**config.mk**
```make
export PLATFORM = sky130hd
export DESIGN_NAME = gnms_sqrt
export DESIGN_NICKNAME = d
export VERILOG_FILES = /design/src/rtl/core/gnms_pkg.sv /design/src/rtl/core/gnms_sqrt.sv
export SDC_FILE = /design/constraint.sdc
export NUM_CORES = 1
export LEC_CHECK = 0
export ABC_AREA = 1
export BUFFER_PORTS_ARGS = -buffer_cell sky130_fd_sc_hd__buf_2
export CAP_MARGIN = 20
export CORE_MARGIN = 4
export CORE_UTILIZATION = 45
export CTS_BUF_LIST = sky130_fd_sc_hd__clkbuf_8
export DETAILED_ROUTE_END_ITERATION = 6
export MAX_ROUTING_LAYER = met4
export PLACE_DENSITY = 0.66
export SYNTH_ARGS = -nofsm -noshare
export SYNTH_HDL_FRONTEND = slang
export SYNTH_SLANG_ARGS = --single-unit
```
**constraint.sdc**
```tcl
create_clock -name i_clk -period 2.87 [get_ports i_clk]
set_clock_uncertainty 0.2 [all_clocks]
set_input_delay 0.1435 -clock i_clk [delete_from_list [all_inputs] [get_ports i_clk]]
set_output_delay 0.1435 -clock i_clk [all_outputs]
set_load 0.01 [all_outputs]
```
**src/rtl/core/gnms_pkg.sv**
```systemverilog
// shared widths, register codes and ring index helpers
`default_nettype none
package gnms_pkg;
    localparam int GNMS_MAX_WIDTH = 1024;
    localparam int PIX_W          = 8;
    localparam int MAG_W          = 9;
    localparam int GRAD_W         = 9;
    localparam int FW_W           = 11;
    localparam int FH_W           = 13;
    localparam int CFG_DATA_W     = 13;
    localparam int CFG_IDX_W      = 1;
    localparam int OUT_DATA_W     = 16;
    localparam int MAG_LIMIT      = 361;

    typedef enum logic [CFG_IDX_W-1:0] {
        CFG_FRAME_WIDTH  = 1'b0,
        CFG_FRAME_HEIGHT = 1'b1
    } t_cfg_index;

    typedef logic [1:0] t_ring;

    function automatic t_ring ring_inc(input t_ring x);
        return (x == 2'd2) ? 2'd0 : x + 2'd1;
    endfunction

    function automatic t_ring ring_dec(input t_ring x);
        return (x == 2'd0) ? 2'd2 : x - 2'd1;
    endfunction
endpackage
`default_nettype wire

```
**src/rtl/core/gnms_sqrt.sv**
```systemverilog
// iterative rounded square root, two radicand bits a cycle
`default_nettype none
module gnms_sqrt (
    input  wire logic                        i_clk,
    input  wire logic                        i_rst_n,
    input  wire logic                        i_start,
    input  wire logic [16:0]                 i_radicand,
    output logic                             o_done,
    output logic      [gnms_pkg::MAG_W-1:0]  o_root
);
    import gnms_pkg::*;

    logic [17:0]      r_rad;
    logic [11:0]      r_rem;
    logic [MAG_W-1:0] r_root;
    logic [3:0]       r_cnt;
    logic             r_busy;
    logic             r_done;
    logic [11:0]      cur;
    logic [11:0]      trial;
    logic             ge;

    assign cur   = {r_rem[9:0], r_rad[17:16]};
    assign trial = {1'b0, r_root, 2'b01};
    assign ge    = (cur >= trial);

    always_ff @(posedge i_clk) begin
        if (!i_rst_n) begin
            r_busy <= 1'b0;
            r_done <= 1'b0;
            r_cnt  <= '0;
        end else begin
            r_done <= 1'b0;
            if (i_start) begin
                r_rad  <= {1'b0, i_radicand};
                r_rem  <= '0;
                r_root <= '0;
                r_cnt  <= 4'd9;
                r_busy <= 1'b1;
            end else if (r_busy) begin
                r_rad  <= {r_rad[15:0], 2'b00};
                r_rem  <= ge ? (cur - trial) : cur;
                r_root <= {r_root[MAG_W-2:0], ge};
                r_cnt  <= r_cnt - 4'd1;
                if (r_cnt == 4'd1) begin
                    r_busy <= 1'b0;
                    r_done <= 1'b1;
                end
            end
        end
    end

    // round up when the remainder exceeds the root
    assign o_done = r_done;
    assign o_root = r_root + MAG_W'(r_rem > 12'(r_root));
endmodule
`default_nettype wire

```
==> results of run 1 <==
-- worst paths after layout --
path / from / endpoint / cells after the start
max: r_rem[5] / o_root[8] / 14
min: i_start / r_root[5] / 2
max reg2reg: r_root[0] / r_rem[5] / 9
min reg2reg: r_cnt[3] / r_cnt[3] / 2
-- layer usage --
| metal | vias to the layer above | part of all wire, % | global-route usage (%) |
|---|---|---|---|
| met5 | - | 0 | - |
| met4 | 0 | 1.9 | 6.593 |
| met3 | 10 | 4.6 | 3.631 |
| met2 | 59 | 51 | 33.24 |
| met1 | 1168 | 43 | 25.18 |
| li1 | 1336 | - | - |
-- power groups by stage --
stage | Combinational (mW) | Sequential, mW | Clock [mW]
after global routing | 0.627 | 0.807 | 0.437
after global placement | 0.455 | 0.810 | 0
after floorplan | 0.328 | 0.806 | 0
final | 0.556 | 0.802 | 0.390
after detailed placement | 0.460 | 0.813 | 0
after CTS | 0.547 | 0.802 | 0.401
-- worst max-delay path, cell delays in order, from the launching register on --
cell	delay [ps]
edfxtp_1	440
ha_4	310
nand2_4	50
nor2_4	120
inv_2	50
nor3_2	160
nor2_1	70
nor2_1	90
ha_2	220
ha_4	150
nand3_4	70
nor2_4	110
nand3_2	80
xor2_1	140
buf_2	140
-- cell usage in the layout, fill, tap and decap left out, types with 4 or more instances in the layout --
master / count
nand3_1: 15
nand4_1: 11
nand2_1: 123
ha_4: 8
inv_2: 5
edfxtp_1: 39
dfxtp_1: 6
clkbuf_8: 5
a21oi_1: 5
dlygate4sd3_1: 18
nand2_2: 4
nor2_1: 45
ha_1: 7
buf_4: 26
buf_2: 29
o21ai_0: 6
inv_1: 59
xor2_1: 9
-- timing repair --
action | 4_1_cts | 5_1_grt
gates resized for setup | 29 | 5
hold buffers | 18 | 0
pin swaps | 12 | 6
setup endpoints to repair | 5 | 6
buffers inserted | 12 | 2
hold endpoints to repair | 19 | 0
-- layout make-up --
type                            instances  area share [%]
Sequential cell                        45           34.07
Clock buffer                            5           1.816
Clock inverter                          3          0.4952
Inverter                               64           6.405
Multi-Input combinational cell        260           40.48
Timing Repair Buffer                   74           14.26
Tap cell                               75           2.476
-- through the flow --
stage / setup slack (ps) / instance area (µm²) / utilization (%) / hold WS [ps] / TNS, ps
2_1_floorplan: 270.9 / 2905 / - / 68.07 / 0
3_3_place_gp: 85.43 / 3238 / 53.12 / 177.1 / 0
3_5_place_dp: 10.80 / 3238 / 53.12 / 172.8 / 0
4_1_cts: -16.62 / 3769 / 61.82 / 187.8 / -25.14
5_1_grt: -146.1 / 3790 / 62.17 / 220.1 / -599.7
6_report: 15.75 / 3790 / 62.17 / 192.7 / 0
-- sequential cells by signal, indices dropped and copies added (netlist names) --
register  cells
r_busy        1
r_cnt         4
o_done        1
r_rad        18
r_rem        12
r_root        9
-- logic make-up (layout without fill, tap and decap cells) --
logic type	Yosys count	in the layout
flops	45	45
compound gates	19	19
simple gates	215	215
fa+ha+maj	16	16
xor+xnor	10	10
buf+inv	70	146
==> results.json, run 1 <==
{
  "synth_compound_area_share_pct": 3.752,
  "final_cells": 526,
  "synth_top_family_by_area": "simple AND/OR/NAND/NOR gates",
  "synthMuxAreaShare_pct": 0,
  "die_w_um": 88.30,
  "drt-wirelength-per-cell_um": 13.05,
  "postRouteAntennaNets": 0,
  "grt_first_pass_wirelength_um": 11850,
  "p_switching_uw": 571.6,
  "pwr-share-clk_pct": 22.3,
  "portBuffers": 29,
  "synth-edff-count": 39,
  "fp.dieArea_um2": 7797,
  "multiInputGateArea_um2": 1534,
  "hold_path_class": "input pin to register",
  "final_nets": 486,
  "hold_viol": 0,
  "synth.most_common_cell": "nand2_1",
  "ff2ff_setup_slack_ps": 480,
  "async_flop_share_pct": 0,
  "synth-simple-area-share_pct": 32.64,
  "cp_data_required_time_ps": 2530,
  "diodes": 0,
  "cts_tree": "done",
  "path_max_fanout": 3,
  "antenna_found_initial": 0,
  "yosysWarnings": 0,
  "gr-usage-all-layers_pct": 20.20,
  "syn_avg_cell_area_um2": 7.737,
  "combPwrFrac_pct": 31.8,
  "numCtsBuffers": 5,
  "syn_inst": 375,
  "p_per_area_nw_per_um2": 461.1,
  "areaGrowthSynthToFinish_pct": 30.62,
  "rsz0062_at_grt": "true",
  "drt_iter0_drc": 134,
  "worst_skew_pair.late_latency_ps": 300,
  "setup_viol": 0,
  "finalCritPeriodShare_pct": 99.45,
  "io_pins": 30,
  "period_needed_ps": 2854,
  "seq_area_um2": 1291,
  "path_class": "register to primary output",
  "placementRows": 28,
  "grt_pass1_vias": 2626,
  "yosys.area.top_type": "edfxtp_1",
  "syn-num-nets": 411,
  "p_int_mw": 1.176,
  "tightest_slew_ps": 538.9,
  "place_hpwl_um": 4777,
  "viasPerCell": 4.892,
  "crit_arrival_ps": 2510,
  "outcome": "completed",
  "num_vias": 2573,
  "core_area_um2": 6096,
  "synth.top_cell.area_share_pct": 40.36,
  "cts_root_buf": "clkbuf_8",
  "seqPwrFrac_pct": 45.9,
  "overflow": 0,
  "synth.area.top_cells": "edfxtp_1, nand2_1, inv_1",
  "total_power_mw": 1.748,
  "synth-xor-area-share_pct": 3.019,
  "ys_seq_area_share_pct": 44.50,
  "relSlewSlack_pct": 64.00,
  "grt_max_degree": 31,
  "place.gp.congestion": 1.016,
  "clkTransAtPathRegs_ps": 90,
  "syn_area_um2": 2902,
  "drc_errors": 0,
  "max_freq_ghz": 0.3504,
  "ys_top_cells_by_count": "nand2_1, inv_1, nor2_1",
  "final_max_slew_viol_count": 0,
  "critPathLaunchType": "register",
  "die_y_um": 88.30,
  "ys_types": 28,
  "synth_seq_cells": 45,
  "drv_cap": 0,
  "drive_gt1_share_pct": 22.39,
  "initial_core_util_pct": 47.60,
  "clock_sinks": 45,
  "placed_cells": 486,
  "synthFlopType": "edfxtp_1",
  "endpoint_kind": "primary output",
  "leakagePower_nw": 1.830,
  "dr.pass1.iters": 4,
  "switching_share_pct": 32.71,
  "clockBufferDepth": 2,
  "synthAdderAreaFrac_pct": 6.900,
  "ir_worst_vdd_mv": 0.2858,
  "drt-total-wl_um": 6866,
  "htree_num_levels": 2,
  "fillers": 533
}
Power figures use the tool's default switching activity.
==> inputs of run 2 (changes only) <==
==> constraint.sdc (replaced) <==
create_clock -name i_clk -period 2.87 [get_ports i_clk]
set_clock_uncertainty 0.2 [all_clocks]
set_input_delay 0.574 -clock i_clk [delete_from_list [all_inputs] [get_ports i_clk]]
set_output_delay 0.574 -clock i_clk [all_outputs]
set_load 0.01 [all_outputs]
==> run 2 against run 1 <==
The flow now finishes with violations (negative setup slack). Sequential cell count unchanged. Power up 5.0%. Clock power about the same. Die area did not move. First-iteration DRC count shrank 16%. Cell count is 2.9% higher.
==> results.json, run 2 (synthesis gave the netlist of run 1 again) <==
{
  "outcome": "finished with violations",
  "violations": "negative setup slack",
  "fp.dieArea_um2": 7797,
  "worst_path_max_delay_cell": "edfxtp_1",
  "reg_top3": "r_rad (18), r_rem (12), r_root (9)",
  "portBuffers": 29,
  "hold_buffers": 0,
  "drt-wirelength-per-cell_um": 12.66,
  "worst_skew_pair.late_latency_ps": 300,
  "postRouteAntennaNets": 0,
  "final_nets": 501,
  "numCtsBuffers": 5,
  "path_class": "register to primary output",
  "largest_reg_flops": 18,
  "rsz0062_at_grt": "true",
  "relSlewSlack_pct": 79.20,
  "final_cell_mix": "nand2_1, inv_1, buf_4",
  "total_power_mw": 1.834,
  "r2r_end": "r_rem[1]",
  "regToRegStartpoint": "r_root[5]",
  "grt_first_pass_wirelength_um": 11670,
  "areaGrowthSynthToFinish_pct": 36.83,
  "place.gp.congestion": 0.9990,
  "hold_path_class": "register to register",
  "busiest_layer": "met2",
  "io_pins": 30,
  "r2r_cells": 21,
  "setup_viol": 21,
  "drt_iter0_drc": 113,
  "drive_gt1_share_pct": 32.62,
  "use_met1_pct": 23.19,
  "core_area_um2": 6096,
  "diodes": 0,
  "cts_tree": "done",
  "drc_errors": 0,
  "worst-path-buf-inv": 1,
  "critPathLaunchType": "register",
  "min_path_cells": 2,
  "mostFrequentLayoutCell": "nand2_1",
  "p_per_area_nw_per_um2": 462.1,
  "cts_root_buf": "clkbuf_8",
  "leakagePower_nw": 1.934,
  "min_from": "r_cnt[3]",
  "period_needed_ps": 3374,
  "gr-usage-all-layers_pct": 19.95,
  "tightest_slew_ps": 312.0,
  "path_max_fanout": 3,
  "viasPerCell": 4.935,
  "clockBufferDepth": 2,
  "finalCritPeriodShare_pct": 117.6,
  "largest-register": "r_rad",
  "max_stage_delay_ps": 460,
  "path_cells": "ha_4 -> nand2_2 -> nand2_2 -> a21oi_2 -> o211ai_1 -> nor2_1 -> nor2_1 -> ha_2 -> ha_4 -> nand3_4 -> nor2_4 -> nand3_2 -> xor2_2 -> buf_2",
  "multiInputGateArea_um2": 1637,
  "grt_max_degree": 30,
  "overflow": 0,
  "endpoint_kind": "primary output",
  "final_max_slew_viol_count": 0,
  "grt_use_met2_pct": 34.06,
  "setup_slack_ps": -504.0,
  "die_w_um": 88.30,
  "fillers": 538,
  "hold_viol": 0,
  "htree_num_levels": 2,
  "grt_pass1_vias": 2648,
  "ff2ff_setup_slack_ps": -360,
  "critical-path-top-delay-family": "adder cells",
  "finish.utilization_pct": 65.13,
  "clock_sinks": 45,
  "whs_endpoint": "r_cnt[3]",
  "grt.met3_usage_pct": 3.073,
  "num_vias": 2670,
  "die_y_um": 88.30,
  "ir_worst_vdd_mv": 0.3117,
  "dr.pass1.iters": 4,
  "drt-total-wl_um": 6847,
  "seq_area_um2": 1291,
  "place_hpwl_um": 4987,
  "cp_data_required_time_ps": 2100,
  "max_freq_ghz": 0.2964,
  "antenna_found_initial": 0,
  "clkTransAtPathRegs_ps": 90,
  "crit_arrival_ps": 2600,
  "placementRows": 28,
  "drv_cap": 0,
  "initial_core_util_pct": 47.60
}
run 2: final cells by class:
type / instances / area share, %
tap: 75 / 2.364
clock buffer: 5 / 1.733
timing repair buffer: 88 / 15.51
sequential: 45 / 32.52
multi-input combinational: 261 / 41.22
inverter: 64 / 6.177
clock inverter: 3 / 0.4727
run 2: tightest hold or removal path, delay by kind of cell (launching register included):
kind / cells / cell delay, ps
flops: 1 / 320
simple gates: 1 / 60
compound gates: 1 / 60
run 2: worst max path at each step:
stage                   start         to  cells past startpoint
floorplan           r_root[7]  o_root[6]                     14
global placement     r_rem[6]  o_root[5]                     13
detailed placement   r_rem[1]  o_root[5]                     13
CTS                  r_rem[5]  o_root[5]                     13
global route         r_rem[1]  o_root[8]                     14
finish               r_rem[5]  o_root[8]                     14
run 2: where the power goes:
group | switching, mW | internal (mW) | leakage [nW] | total [mW]
clock | 0.224 | 0.168 | 0.0416 | 0.392
combinational | 0.353 | 0.289 | 1.46 | 0.642
sequential | 0.0275 | 0.773 | 0.428 | 0.800
run 2: per-stage QoR:
step / setup TNS, ps / hold WS (ps) / area (µm²) / worst slack [ps] / cells
after detailed placement: -980.1 / 282.6 / 3608 / -265.4 / 518
final: -6778 / 287.1 / 3970 / -504.0 / 541
after global routing: -9643 / 329.4 / 3970 / -635.7 / 541
after CTS: -6697 / 291.5 / 3881 / -502.6 / 539
after global placement: -780.5 / 265.5 / 3608 / -219.1 / 518
after floorplan: -101.1 / 250.6 / 3048 / -36.86 / 375
run 2: per-layer routing:
metal,part of all wire (%),up-vias
li1,-,1372
met1,44,1226
met2,49,57
met3,4.6,15
met4,2.5,0
met5,0,-
run 2: timing repair:
action | in CTS | in global routing
hold endpoints to repair | 0 | 0
buffers inserted | 13 | 4
pin swaps | 21 | 16
gates cloned | 0 | 1
resized for setup | 23 | 16
endpoints found under the setup margin | 9 | 22
